File: src/design/hspj_pkg.sv
// ---------------------------------------------------------------------------
// hspj_pkg
// Shared widths, register indexes and payload types of the Halton subpixel
// jitter generator.
// ---------------------------------------------------------------------------
package hspj_pkg;

	// default sizes of the sequence counters and the jitter fraction
	localparam int COUNT_BITS_DEF = 31;
	localparam int FRAC_BITS_DEF  = 30;

	// fixed field widths
	localparam int OUT_W  = 31;
	localparam int JIT_W  = 32;
	localparam int SIZE_W = 14;

	// configuration port
	localparam int APB_DW      = 32;
	localparam int APB_AW      = 3;
	localparam int REG_IDX_BIT = 2;
	localparam logic REG_VIEWPORT_WIDTH  = 1'b0;
	localparam logic REG_VIEWPORT_HEIGHT = 1'b1;

	// one frame tick
	typedef struct packed {
		logic restart;
	} frame_req_t;

	// one frame result
	typedef struct packed {
		logic [OUT_W-1:0]        x_numerator;
		logic [OUT_W-1:0]        x_denominator;
		logic [OUT_W-1:0]        y_numerator;
		logic [OUT_W-1:0]        y_denominator;
		logic signed [JIT_W-1:0] jitter_x;
		logic signed [JIT_W-1:0] jitter_y;
		logic                    wrapped;
	} frame_rsp_t;

	// status of a jitter unit
	typedef struct packed {
		logic busy;
		logic done;
	} jit_stat_t;

endpackage

File: src/design/hspj_stream_if.sv
// ---------------------------------------------------------------------------
// hspj_stream_if
// Valid/ready stream channel carrying one payload item per transfer.
// ---------------------------------------------------------------------------
interface hspj_stream_if #(
	parameter type T = logic
);
	logic valid;
	logic ready;
	T     data;

	modport source (output valid, output data, input ready);
	modport sink (input valid, input data, output ready);
endinterface

File: src/design/hspj_jitter.sv
// ---------------------------------------------------------------------------
// hspj_jitter
// Bit-serial jitter unit: round((2n - d) * 2^FRAC_BITS / (d * size)),
// saturated to 32 bits. Two chained restoring dividers, one bit per cycle.
// ---------------------------------------------------------------------------
module hspj_jitter #(
	parameter int COUNT_BITS = hspj_pkg::COUNT_BITS_DEF,
	parameter int FRAC_BITS  = hspj_pkg::FRAC_BITS_DEF
) (
	input  logic                              clk,
	input  logic                              arst_n,
	input  logic                              start,
	input  logic [COUNT_BITS-1:0]             num,
	input  logic [COUNT_BITS-1:0]             den,
	input  logic [hspj_pkg::SIZE_W-1:0]       size,
	output hspj_pkg::jit_stat_t               stat,
	output logic signed [hspj_pkg::JIT_W-1:0] jitter
);
	import hspj_pkg::*;

	localparam int QW = FRAC_BITS + 1;
	localparam int RW = (QW > 33) ? QW : 33;
	localparam int CW = $clog2(QW + 2);

	typedef enum logic [2:0] {
		J_IDLE,
		J_PREP,
		J_DIV,
		J_ROUND,
		J_SAT
	} jstate_t;

	jstate_t                 state_q;
	logic [CW-1:0]           cnt_q;
	logic                    done_q;

	logic [COUNT_BITS-1:0]   n_q;
	logic [COUNT_BITS-1:0]   d_q;
	logic [SIZE_W-1:0]       size_q;
	logic                    neg_q;
	logic [COUNT_BITS:0]     r_q;
	logic                    bit_q;
	logic [SIZE_W-1:0]       rem_q;
	logic [QW-1:0]           quo_q;
	logic [QW-1:0]           res_q;
	logic [JIT_W-1:0]        jit_q;

	logic [COUNT_BITS:0]     two_n;
	logic [COUNT_BITS:0]     d_ext;
	logic                    is_pos;
	logic [COUNT_BITS:0]     mag;
	logic [COUNT_BITS+1:0]   r_sh;
	logic                    r_ge;
	logic [COUNT_BITS+1:0]   r_diff;
	logic [SIZE_W:0]         t_val;
	logic                    t_ge;
	logic [SIZE_W:0]         t_diff;
	logic [QW:0]             rnd_sum;
	logic [RW-1:0]           res_w;
	logic [RW-1:0]           lim_w;
	logic [JIT_W-1:0]        mag32;

	// |2n - d| and its sign
	assign two_n  = {n_q, 1'b0};
	assign d_ext  = {1'b0, d_q};
	assign is_pos = (two_n >= d_ext);
	assign mag    = is_pos ? (two_n - d_ext) : (d_ext - two_n);

	// fraction divider step: one quotient bit of mag * 2^QW / d
	assign r_sh   = {r_q, 1'b0};
	assign r_ge   = (r_sh >= {2'b00, d_q});
	assign r_diff = r_sh - {2'b00, d_q};

	// size divider step, fed by the fraction bit registered in the cycle before
	assign t_val  = {rem_q, bit_q};
	assign t_ge   = (t_val >= {1'b0, size_q});
	assign t_diff = t_val - {1'b0, size_q};

	// round half up, then clamp to the signed 32 bit range
	assign rnd_sum = {1'b0, quo_q} + (QW+1)'(1);
	assign res_w   = RW'(res_q);
	assign lim_w   = neg_q ? RW'(33'h0_8000_0000) : RW'(33'h0_7FFF_FFFF);
	assign mag32   = (res_w > lim_w) ? lim_w[JIT_W-1:0] : res_w[JIT_W-1:0];

	// control
	always_ff @(posedge clk or negedge arst_n) begin
		if (!arst_n) begin
			state_q <= J_IDLE;
			cnt_q   <= '0;
			done_q  <= 1'b0;
		end else begin
			done_q <= 1'b0;
			unique case (state_q)
				J_IDLE: begin
					if (start) begin
						state_q <= J_PREP;
					end
				end
				J_PREP: begin
					cnt_q   <= '0;
					state_q <= J_DIV;
				end
				J_DIV: begin
					if (cnt_q == CW'(QW)) begin
						state_q <= J_ROUND;
					end else begin
						cnt_q <= cnt_q + CW'(1);
					end
				end
				J_ROUND: begin
					state_q <= J_SAT;
				end
				J_SAT: begin
					done_q  <= 1'b1;
					state_q <= J_IDLE;
				end
				default: begin
					state_q <= J_IDLE;
				end
			endcase
		end
	end

	// datapath
	always_ff @(posedge clk) begin
		unique case (state_q)
			J_IDLE: begin
				if (start) begin
					n_q    <= num;
					d_q    <= den;
					size_q <= (size == '0) ? SIZE_W'(1) : size;
				end
			end
			J_PREP: begin
				neg_q <= !is_pos;
				r_q   <= mag;
				bit_q <= 1'b0;
				rem_q <= '0;
				quo_q <= '0;
			end
			J_DIV: begin
				// both dividers run every cycle; the extra leading zero shifts out
				r_q   <= r_ge ? r_diff[COUNT_BITS:0] : r_sh[COUNT_BITS:0];
				bit_q <= r_ge;
				rem_q <= t_ge ? t_diff[SIZE_W-1:0] : t_val[SIZE_W-1:0];
				quo_q <= {quo_q[QW-2:0], t_ge};
			end
			J_ROUND: begin
				res_q <= rnd_sum[QW:1];
			end
			J_SAT: begin
				jit_q <= neg_q ? (JIT_W'(0) - mag32) : mag32;
			end
			default: begin
			end
		endcase
	end

	assign stat.busy = (state_q != J_IDLE);
	assign stat.done = done_q;
	assign jitter    = jit_q;

endmodule

File: src/design/halton_subpixel_jitter_generator.sv
// ---------------------------------------------------------------------------
// halton_subpixel_jitter_generator
// Frame-rate Halton (2,3) subpixel jitter source with raw fractions.
// ---------------------------------------------------------------------------
// Each transfer on req is one frame tick: both Halton sequences (base 2 for
// x, base 3 for y) advance once and one result goes out on rsp with the new
// fractions and the jitters (2*frac-1)/size in signed Q1.FRAC_BITS. The
// incremental update searches one power of the base per cycle, for at most
// COUNT_BITS-2 search steps; the two jitter units then produce one quotient
// bit per cycle. One frame is in flight at a time; a finished result sits in
// the output register while the next frame is taken. The viewport size
// registers are written over APB at byte addresses 0 and 4; a size of 0
// acts as 1. When a denominator would overflow COUNT_BITS, both sequences
// restart and the result carries wrapped.
// ---------------------------------------------------------------------------
module halton_subpixel_jitter_generator #(
	parameter int COUNT_BITS = hspj_pkg::COUNT_BITS_DEF,
	parameter int FRAC_BITS  = hspj_pkg::FRAC_BITS_DEF
) (
	input  logic                         clk,
	input  logic                         arst_n,
	hspj_stream_if.sink                  req,
	hspj_stream_if.source                rsp,
	input  logic                         psel,
	input  logic                         penable,
	input  logic                         pwrite,
	input  logic [hspj_pkg::APB_AW-1:0]  paddr,
	input  logic [hspj_pkg::APB_DW-1:0]  pwdata,
	output logic [hspj_pkg::APB_DW-1:0]  prdata,
	output logic                         pready
);
	import hspj_pkg::*;

	localparam logic [COUNT_BITS-1:0] CNT_MAX = '1;
	localparam logic [COUNT_BITS-1:0] X_LIM   = CNT_MAX / 2;
	localparam logic [COUNT_BITS-1:0] Y_LIM   = CNT_MAX / 3;
	localparam logic [COUNT_BITS-1:0] ONE     = COUNT_BITS'(1);

	typedef enum logic [2:0] {
		S_IDLE,
		S_GAP,
		S_SEARCH,
		S_MUL,
		S_UPDATE,
		S_JIT,
		S_WAIT,
		S_DONE
	} state_t;

	state_t                 state_q;
	logic [SIZE_W-1:0]      width_q;
	logic [SIZE_W-1:0]      height_q;
	logic [COUNT_BITS-1:0]  xn_q;
	logic [COUNT_BITS-1:0]  xd_q;
	logic [COUNT_BITS-1:0]  yn_q;
	logic [COUNT_BITS-1:0]  yd_q;
	logic                   out_valid_q;

	logic [COUNT_BITS-1:0]  gx_q;
	logic [COUNT_BITS-1:0]  gy_q;
	logic [COUNT_BITS-1:0]  qx_q;
	logic [COUNT_BITS-1:0]  qy_q;
	logic [COUNT_BITS+1:0]  px_q;
	logic [COUNT_BITS+1:0]  py_q;
	logic                   wrap_q;
	frame_rsp_t             out_q;

	logic                   cfg_wr;
	logic                   in_xfer;
	logic                   out_load;
	logic [COUNT_BITS:0]    nx;
	logic [COUNT_BITS+1:0]  ny;
	logic                   x_step;
	logic                   y_step;
	logic                   ovx;
	logic                   ovy;
	logic [COUNT_BITS+1:0]  x_sub;
	logic [COUNT_BITS+1:0]  y_sub;
	logic [COUNT_BITS+1:0]  yd3;
	logic                   jit_start;
	jit_stat_t              jx_st;
	jit_stat_t              jy_st;
	logic signed [JIT_W-1:0] jx_val;
	logic signed [JIT_W-1:0] jy_val;

	// configuration port
	assign cfg_wr = psel && penable && pwrite;
	assign pready = 1'b1;
	assign prdata = (paddr[REG_IDX_BIT] == REG_VIEWPORT_HEIGHT) ?
		APB_DW'(height_q) : APB_DW'(width_q);

	// handshakes
	assign req.ready = (state_q == S_IDLE);
	assign in_xfer   = req.valid && req.ready;
	assign out_load  = (state_q == S_DONE) && (!out_valid_q || rsp.ready);
	assign rsp.valid = out_valid_q;
	assign rsp.data  = out_q;

	// search: climb one power of the base per cycle while below gap and den
	assign nx     = {qx_q, 1'b0};
	assign ny     = (COUNT_BITS+2)'({qy_q, 1'b0}) + (COUNT_BITS+2)'(qy_q);
	assign x_step = (gx_q != ONE) && (nx < {1'b0, gx_q}) && (nx < {1'b0, xd_q});
	assign y_step = (gy_q != ONE) && (ny < {2'b00, gy_q}) && (ny < {2'b00, yd_q});

	// update: new numerator (base+1)*q - gap, overflow on denominator growth
	assign x_sub = px_q - (COUNT_BITS+2)'(gx_q);
	assign y_sub = py_q - (COUNT_BITS+2)'(gy_q);
	assign ovx   = (gx_q == ONE) && (xd_q > X_LIM);
	assign ovy   = (gy_q == ONE) && (yd_q > Y_LIM);

	// base 3 denominator growth when the gap is one
	assign yd3   = (COUNT_BITS+2)'({yd_q, 1'b0}) + (COUNT_BITS+2)'(yd_q);

	assign jit_start = (state_q == S_JIT);

	// sequencer, sequence state and configuration
	always_ff @(posedge clk or negedge arst_n) begin
		if (!arst_n) begin
			state_q     <= S_IDLE;
			width_q     <= SIZE_W'(1);
			height_q    <= SIZE_W'(1);
			xn_q        <= '0;
			xd_q        <= ONE;
			yn_q        <= '0;
			yd_q        <= ONE;
			out_valid_q <= 1'b0;
		end else begin
			if (cfg_wr) begin
				if (paddr[REG_IDX_BIT] == REG_VIEWPORT_WIDTH) begin
					width_q <= pwdata[SIZE_W-1:0];
				end else begin
					height_q <= pwdata[SIZE_W-1:0];
				end
			end

			if (out_load) begin
				out_valid_q <= 1'b1;
			end else if (rsp.ready) begin
				out_valid_q <= 1'b0;
			end

			unique case (state_q)
				S_IDLE: begin
					if (in_xfer) begin
						if (req.data.restart) begin
							xn_q <= '0;
							xd_q <= ONE;
							yn_q <= '0;
							yd_q <= ONE;
						end
						state_q <= S_GAP;
					end
				end
				S_GAP: begin
					state_q <= S_SEARCH;
				end
				S_SEARCH: begin
					if (!x_step && !y_step) begin
						state_q <= S_MUL;
					end
				end
				S_MUL: begin
					state_q <= S_UPDATE;
				end
				S_UPDATE: begin
					if (ovx || ovy) begin
						// restart both and take the first sample
						xn_q <= ONE;
						xd_q <= COUNT_BITS'(2);
						yn_q <= ONE;
						yd_q <= COUNT_BITS'(3);
					end else begin
						if (gx_q == ONE) begin
							xn_q <= ONE;
							xd_q <= {xd_q[COUNT_BITS-2:0], 1'b0};
						end else begin
							xn_q <= x_sub[COUNT_BITS-1:0];
						end
						if (gy_q == ONE) begin
							yn_q <= ONE;
							yd_q <= yd3[COUNT_BITS-1:0];
						end else begin
							yn_q <= y_sub[COUNT_BITS-1:0];
						end
					end
					state_q <= S_JIT;
				end
				S_JIT: begin
					state_q <= S_WAIT;
				end
				S_WAIT: begin
					if (jx_st.done) begin
						state_q <= S_DONE;
					end
				end
				S_DONE: begin
					if (out_load) begin
						state_q <= S_IDLE;
					end
				end
				default: begin
					state_q <= S_IDLE;
				end
			endcase
		end
	end

	// working registers of the update
	always_ff @(posedge clk) begin
		unique case (state_q)
			S_GAP: begin
				gx_q <= xd_q - xn_q;
				gy_q <= yd_q - yn_q;
				qx_q <= ONE;
				qy_q <= ONE;
			end
			S_SEARCH: begin
				if (x_step) begin
					qx_q <= nx[COUNT_BITS-1:0];
				end
				if (y_step) begin
					qy_q <= ny[COUNT_BITS-1:0];
				end
			end
			S_MUL: begin
				// base 2 needs 3q, base 3 needs 4q
				px_q <= (COUNT_BITS+2)'({qx_q, 1'b0}) + (COUNT_BITS+2)'(qx_q);
				py_q <= {qy_q, 2'b00};
			end
			S_UPDATE: begin
				wrap_q <= ovx || ovy;
			end
			default: begin
			end
		endcase
	end

	// result register
	always_ff @(posedge clk) begin
		if (out_load) begin
			out_q.x_numerator   <= OUT_W'(xn_q);
			out_q.x_denominator <= OUT_W'(xd_q);
			out_q.y_numerator   <= OUT_W'(yn_q);
			out_q.y_denominator <= OUT_W'(yd_q);
			out_q.jitter_x      <= jx_val;
			out_q.jitter_y      <= jy_val;
			out_q.wrapped       <= wrap_q;
		end
	end

	// jitter units, x over width, y over height
	hspj_jitter #(
		.COUNT_BITS (COUNT_BITS),
		.FRAC_BITS  (FRAC_BITS)
	) u_jit_x (
		.clk    (clk),
		.arst_n (arst_n),
		.start  (jit_start),
		.num    (xn_q),
		.den    (xd_q),
		.size   (width_q),
		.stat   (jx_st),
		.jitter (jx_val)
	);

	hspj_jitter #(
		.COUNT_BITS (COUNT_BITS),
		.FRAC_BITS  (FRAC_BITS)
	) u_jit_y (
		.clk    (clk),
		.arst_n (arst_n),
		.start  (jit_start),
		.num    (yn_q),
		.den    (yd_q),
		.size   (height_q),
		.stat   (jy_st),
		.jitter (jy_val)
	);

	// both jitter units run in lockstep
	a_jit_lockstep: assert property (@(posedge clk) disable iff (!arst_n)
		(jx_st.done == jy_st.done) && (jx_st.busy == jy_st.busy))
		else $error("jitter units out of step");

	// the stored fractions stay proper
	a_frac_proper: assert property (@(posedge clk) disable iff (!arst_n)
		(xn_q < xd_q) && (yn_q < yd_q))
		else $error("sequence numerator not below denominator");

	// one frame in flight: no transfer right after a transfer
	a_one_frame: assert property (@(posedge clk) disable iff (!arst_n)
		in_xfer |=> !req.ready)
		else $error("frame taken while another is in flight");

	// a wrap always yields the first sample
	a_wrap_first: assert property (@(posedge clk) disable iff (!arst_n)
		(rsp.valid && rsp.data.wrapped) |->
		(rsp.data.x_denominator == OUT_W'(2)) && (rsp.data.y_denominator == OUT_W'(3)))
		else $error("wrapped result is not the first sample");

endmodule

File: src/flat_wrapper.sv
// flat-port wrapper written by rule: the top's interface ports become plain ports
module halton_subpixel_jitter_generator_flat import hspj_pkg::*;
#(
	parameter int COUNT_BITS = hspj_pkg::COUNT_BITS_DEF,
	parameter int FRAC_BITS  = hspj_pkg::FRAC_BITS_DEF
)
  (clk, arst_n, psel, penable, pwrite, paddr, pwdata, prdata, pready, req_valid, req_data, req_ready, rsp_valid, rsp_data, rsp_ready);
  hspj_stream_if #(.T(frame_req_t)) req_i ();
  hspj_stream_if #(.T(frame_rsp_t)) rsp_i ();
  input  logic clk;
  input  logic arst_n;
  input  logic psel;
  input  logic penable;
  input  logic pwrite;
  input  logic [hspj_pkg::APB_AW-1:0] paddr;
  input  logic [hspj_pkg::APB_DW-1:0] pwdata;
  output logic [hspj_pkg::APB_DW-1:0] prdata;
  output logic pready;
  input wire logic [$bits(req_i.valid)-1:0] req_valid;
  input wire logic [$bits(req_i.data)-1:0] req_data;
  output wire logic [$bits(req_i.ready)-1:0] req_ready;
  output wire logic [$bits(rsp_i.valid)-1:0] rsp_valid;
  output wire logic [$bits(rsp_i.data)-1:0] rsp_data;
  input wire logic [$bits(rsp_i.ready)-1:0] rsp_ready;
  assign req_i.valid = req_valid;
  assign req_i.data = req_data;
  assign req_ready = req_i.ready;
  assign rsp_valid = rsp_i.valid;
  assign rsp_data = rsp_i.data;
  assign rsp_i.ready = rsp_ready;
  halton_subpixel_jitter_generator #(.COUNT_BITS(COUNT_BITS), .FRAC_BITS(FRAC_BITS)) u_core (.clk(clk), .arst_n(arst_n), .req(req_i), .rsp(rsp_i), .psel(psel), .penable(penable), .pwrite(pwrite), .paddr(paddr), .pwdata(pwdata), .prdata(prdata), .pready(pready));
endmodule
File: config.mk
export PLATFORM = sky130hd
export DESIGN_NAME = halton_subpixel_jitter_generator_flat
export DESIGN_NICKNAME = d
export VERILOG_FILES = /design/src/design/hspj_pkg.sv /design/src/design/hspj_stream_if.sv /design/src/design/hspj_jitter.sv /design/src/design/halton_subpixel_jitter_generator.sv /design/src/flat_wrapper.sv
export SDC_FILE = /design/constraint.sdc
export NUM_CORES = 2
export LEC_CHECK = 0
export ABC_CLOCK_PERIOD_IN_PS = 8900
export BUFFER_PORTS_ARGS = -buffer_cell sky130_fd_sc_hd__buf_2
export CAP_MARGIN = 25
export CORE_MARGIN = 5
export CORE_UTILIZATION = 27
export CTS_CLUSTER_SIZE = 40
export DETAILED_ROUTE_END_ITERATION = 12
export PLACE_DENSITY = 0.48
export SLEW_MARGIN = 15
export SYNTH_ARGS = -nofsm -noshare
export SYNTH_HDL_FRONTEND = slang
export SYNTH_HIERARCHICAL = 1
export SYNTH_SLANG_ARGS = --single-unit
File: constraint.sdc
create_clock -name clk -period 8.9 [get_ports clk]
set_input_delay 1.78 -clock clk [delete_from_list [all_inputs] [get_ports clk]]
set_output_delay 1.78 -clock clk [all_outputs]
set_load 0.005 [all_outputs]
Word-level counts from Yosys, hierarchy flattened:

Index checks and enable logic that the tools add are counted.

* register bits after elaboration: 985
* input port bits: 43
* output and inout port bits: 224
* logic and storage cells: 219

* $add $sub $neg: 21
* magnitude comparators: 14
* equal/unequal tests: 36
* muxes and demuxes: 58
* bitwise logic cells: 1
* reduce and logical (&&, ||, !) cells: 42

Operator list (number)
* $pmux W31 S2: 8
* $mux W31: 14
* $mux W32: 10
* $pmux W32 S2: 2
* $sub A32 B31 Y32: 4
* $sub A31 B31 Y31: 4
* $ge A33 B31 Y1: 2
* $lt A33 B31 Y1: 2
* $add A31 B1 Y32 const B: 2
* $ge A32 B31 Y1: 2
* $gt A31 B32 Y1: 2
* $lt A32 B31 Y1: 2
* $sub A1 B32 Y32 const A: 2
* $sub A31 B32 Y32: 2
* $add A31 B31 Y31: 2
* $eq A31 B1 Y1 const B: 2
* $gt A31 B30 Y1 const B: 2
* $ne A31 B1 Y1 const B: 2
* $pmux W14 S2: 2
* $mux W14: 3
* $add A32 B31 Y33: 1
* $ge A15 B14 Y1: 2
* $logic_not A14 Y1: 2
* $sub A14 B14 Y14: 2
* 24 further kinds: 94

Longest topological paths before layout:

* word-level depth: 8
* depth in mapped cells: 21

Modules after synthesis:

Netlist, hierarchy kept.

Modules (own cells, without submodules)
* halton_subpixel_jitter_generator: instances 1, cells each 2870, area an instance 31415.1 µm², seq. area each 15079.5 µm²
* hspj_jitter at u_core.u_jit_y: instances 1, cells each 1630, area an instance 16005.4 µm², seq. area each 6796.5 µm²
* hspj_jitter at u_core.u_jit_x: instances 1, cells each 1540, area an instance 15388.5 µm², seq. area each 6796.5 µm²

Least setup slack after synthesis:

No wires, ideal clock.

* kind: input port to flip-flop
* start point: input port rsp_ready
* end point: register u_core.out_q (netlist bit u_core/rsp.data[0]) (enable)
* library setup time: 743 ps
* data arrival time: 9698 ps
* data required time: 8157 ps
* path slack: -1541 ps
* cell stages on the path: 2
* buffers on the path: 0
* cells stage by stage: nor2b_1 > nor2_1

* longest elaborated chain between the ends: 2

Ends and longest elaborated chain
* from (decl): line flat_wrapper.sv:24 `input wire logic [$bits(rsp_i.ready)-1:0] rsp_ready;`
* $logic_or A1 B1 Y1: line halton_subpixel_jitter_generator.sv:95 `assign out_load = (state_q == S_DONE) && (!out_valid_q || rsp.ready);`
* $logic_and A1 B1 Y1: line halton_subpixel_jitter_generator.sv:95
* net u_core.out_load: line halton_subpixel_jitter_generator.sv:70 `logic out_load;`
* to (decl): line halton_subpixel_jitter_generator.sv:66 `frame_rsp_t out_q;`

The timed path passes the listed nets, and every way through them passes these cells.
A chain may end at the register's enable or synchronous reset.

Worst setup path in the final report:

* start point: register u_core.qy_q[1]
* end point: register u_core.qy_q[26] (enable)

* longest elaborated chain between the ends: 6
* elaborated cells between the ends (all ways): 7
* classes of those cells: add/sub (1); order compare (2); eq/ne (1); reduce/logical (3)

Ends and longest elaborated chain
* from (decl): line halton_subpixel_jitter_generator.sv:62 `logic [COUNT_BITS-1:0] qy_q;`
* from (signal assigned): line halton_subpixel_jitter_generator.sv:222 `qy_q <= ny[COUNT_BITS-1:0];`
* $add A32 B31 Y33 (*): line halton_subpixel_jitter_generator.sv:101 `assign ny = (COUNT_BITS+2)'({qy_q, 1'b0}) + (COUNT_BITS+2)'(qy_q);`
* net u_core.ny[14]: line halton_subpixel_jitter_generator.sv:72 `logic [COUNT_BITS+1:0] ny;`
* $lt A33 B31 Y1: line halton_subpixel_jitter_generator.sv:103 `assign y_step = (gy_q != ONE) && (ny < {2'b00, gy_q}) && (ny < {2'b00, yd_q});`
* $logic_and A1 B1 Y1: line halton_subpixel_jitter_generator.sv:103
* $logic_and A1 B1 Y1 (*): line halton_subpixel_jitter_generator.sv:103
* $ne A2 B1 Y1 (no line) (*)
* $reduce_and A2 Y1 (no line) (*)

Mark *: on every way through the listed nets, which the timed path passes. The rest lies on a longest branch.

==> flow_summary_export.csv <==
group,metric,value,unit
critical_path,crit_start,"u_core/qy_q[1]",
sta,max_freq,0.180,GHz
power,leakage,29.1,nW
sta,relSlewSlack,34.2,%
clocking,holdBufCountCts,0,
clocking,insertion_delay,0.75,ns
grt,grt_pass1_vias,44500,
critical_path,r2r_cells,21,
sta,rsz0062_at_grt,"false",
critical_path,r2r-start,"u_core/qy_q[1]",
critical_path,arrival,5.96,ns
clocking,clk_pin_slew,0.06,ns
finish,syn_to_final_growth,13.3,%
power,finalPower,0.0257,W
job,drv_cap,0,
power,irDropWorstVdd,0.189,mV
grt,met3_usage,1.51,%
synth,ys_warn_count,6,
sta,final.period_utilization,62.6,%
clocking,cts_setup_buffers,0,
power,switching_share,41.5,%
sta,timing.hold.ws,0.417,ns
sta,hold_viol_final,0,
critical_path,r2r_setup_slack,3.33,ns
power,p_switching,0.0107,W
sta,worstMarginPinSlew,0.988,ns
route,dr.first_iter.drc_count,2499,
floorplanning,die_area,242000,um2
finish,final_cell_area,71200,um2
critical_path,crit_path_end_kind,"register",
power,p_comb_share,48.1,%
critical_path,crit_path_start_kind,"register",
floorplanning,coreArea,232000,um2
clocking,htreeDepth,3,
finish,fillerInstances,23900,
grt,grt_max_degree,110,
sta,fin_setup_tns,0,ns
grt,grt_use_total,13.5,%
route,dr.pass1.iters,6,
synth,syn_area_per_cell,10.4,um2
grt,antenna_found_initial,4,
placement,routabilityCongestion,0.853,
sta,setup_viol,0,
floorplanning,boundaryPins,267,
run_status,status,"finished, final reports clean",
route,final_antenna_net_count,0,
route,vias,44800,
sta,drv_slew,0,
critical_path,crit_path_end,"u_core/qy_q[26]",
route,post-route-drc-count,0,
route,avgRoutedWirePerCell,18.2,um
clocking,numCtsBuffers,111,
grt,top_usage_layer,"met2",
finish,num-nets-final,6905,
grt,grt_overflow_total,0,
floorplanning,die_h,492,um
min_path,worstHoldPathType,"register to register",
power,power.internal,0.0150,W
critical_path,worstReg2RegEnd,"u_core/qy_q[26]",
grt,met2_usage,23.1,%
synth,syn_area,62800,um2
route,avgViaCountPerCell,4.78,
clocking,cts_root_buffer,"clkbuf_16",
floorplanning,die_x,492,um
grt,grt_pass1_wl,261000,um
clocking,cts-resized-gates,0,
power,power.density,361,nW/um2
synth,synth_cells,6038,
route,routed_wl,170000,um
clocking,clock-sinks,983,
finish,drive_above_1_share,9.64,%
sta,min_period,5.57,ns
placement,io_buffers,227,
critical_path,crit_type,"register to register",
critical_path,crit_path_max_fanout,30,
clocking,clockBufferDepth,3,
floorplanning,start_util,27.0,%
grt,gr-usage-met1,17.5,%
sta,skew,0.0711,ns
floorplanning,rows,177,
power,power_frac_clock,18.9,%
clocking,cts_tree,"yes",
power,seq_power_share,33.0,%
min_path,worstHoldPathCells,0,
critical_path,critPathRequiredTime,9.29,ns
placement,place_area,67200,um2
placement,dp_hpwl,132000,um
-- cell type report --
class	count	area, um2	area share (%)
multi-input cells	4368	31400	44.2
flip-flops and latches	983	28600	40.3
well taps	3043	3810	5.35
clock buffers	128	2890	4.06
inverters	480	1800	2.53
repair buffers	269	1540	2.17
clock inverters	82	1020	1.44
diodes	1	2.50	0.00352
-- registers in the layout, summed over array words and instances, names as in the netlist, 32 cells and up --
name / flops
u_core/rsp.data: 189
u_core/u_jit_x/jitter: 32
u_core/u_jit_x/r_q: 32
u_core/u_jit_y/jitter: 32
u_core/u_jit_y/r_q: 32
-- cells in the final DEF (no fill, tap or decap), types with 51 or more instances in the layout --
master	instances
a211oi_1	80
and3_1	129
o21ai_0	310
xor2_1	157
dfrtp_1	171
nand4_1	86
edfxtp_1	808
nor3_1	74
ha_1	635
o21a_1	56
a21o_1	157
a22o_1	54
nand2b_1	57
o21bai_1	51
nor2_1	355
nor2b_1	81
nand3_1	104
buf_2	227
mux2i_1	71
inv_1	478
xnor2_1	280
nand2_1	432
clkbuf_16	111
a21oi_1	517
-- power by group through the flow --
stage | Clock [W] | Sequential [W] | Combinational [W]
floorplan | 0 | 0.00803 | 0.00937
global placement | 0 | 0.00859 | 0.0122
detailed placement | 0 | 0.00860 | 0.0123
CTS | 0.00504 | 0.00852 | 0.0124
global route | 0.00521 | 0.00866 | 0.0139
finish | 0.00487 | 0.00849 | 0.0124
-- metrics by stage --
step           setup WS, ns  util (%)  instances
2_1_floorplan          1.63         -       6055
3_3_place_gp           3.15      28.9       9136
3_5_place_dp           3.18      29.0       9142
4_1_cts                3.16      30.6       9352
5_1_grt                2.88      30.7       9353
6_report               3.33      30.7       9354
-- worst max-delay path, stage by stage, from the launching register on --
cell,delay [ns]
edfxtp_1,0.52
ha_1,0.37
nor2b_1,0.05
o21a_1,0.16
o21ai_0,0.23
a21oi_1,0.16
a31o_2,0.28
o21ai_0,0.21
a21boi_0,0.17
a21oi_1,0.35
ha_1,0.33
a21o_1,0.19
a211oi_1,0.22
nand2_1,0.10
a221oi_1,0.28
o21ai_0,0.13
a21oi_1,0.20
o21ai_0,0.12
a311oi_1,0.29
nand3_1,0.28
nand2_1,0.14
buf_4,0.39
-- worst min-delay path by stage --
stage,start,endpoint
after floorplan,u_core/wrap_q,u_core/rsp.data[0]
after global placement,u_core/u_jit_x/jitter[6],u_core/rsp.data[39]
after CTS,u_core/u_jit_x/jitter[18],u_core/rsp.data[51]
final,u_core/u_jit_x/jitter[18],u_core/rsp.data[51]
after global routing,u_core/u_jit_x/jitter[10],u_core/rsp.data[43]
after detailed placement,u_core/u_jit_y/jitter[3],u_core/rsp.data[4]
-- layer usage --
layer	vias to the layer above	wire (um)
met4	2	6830
met2	719	80400
met5	-	13
met1	21300	78000
li1	22500	-
met3	226	5130
Note: power is estimated with default switching activity, not from simulation.
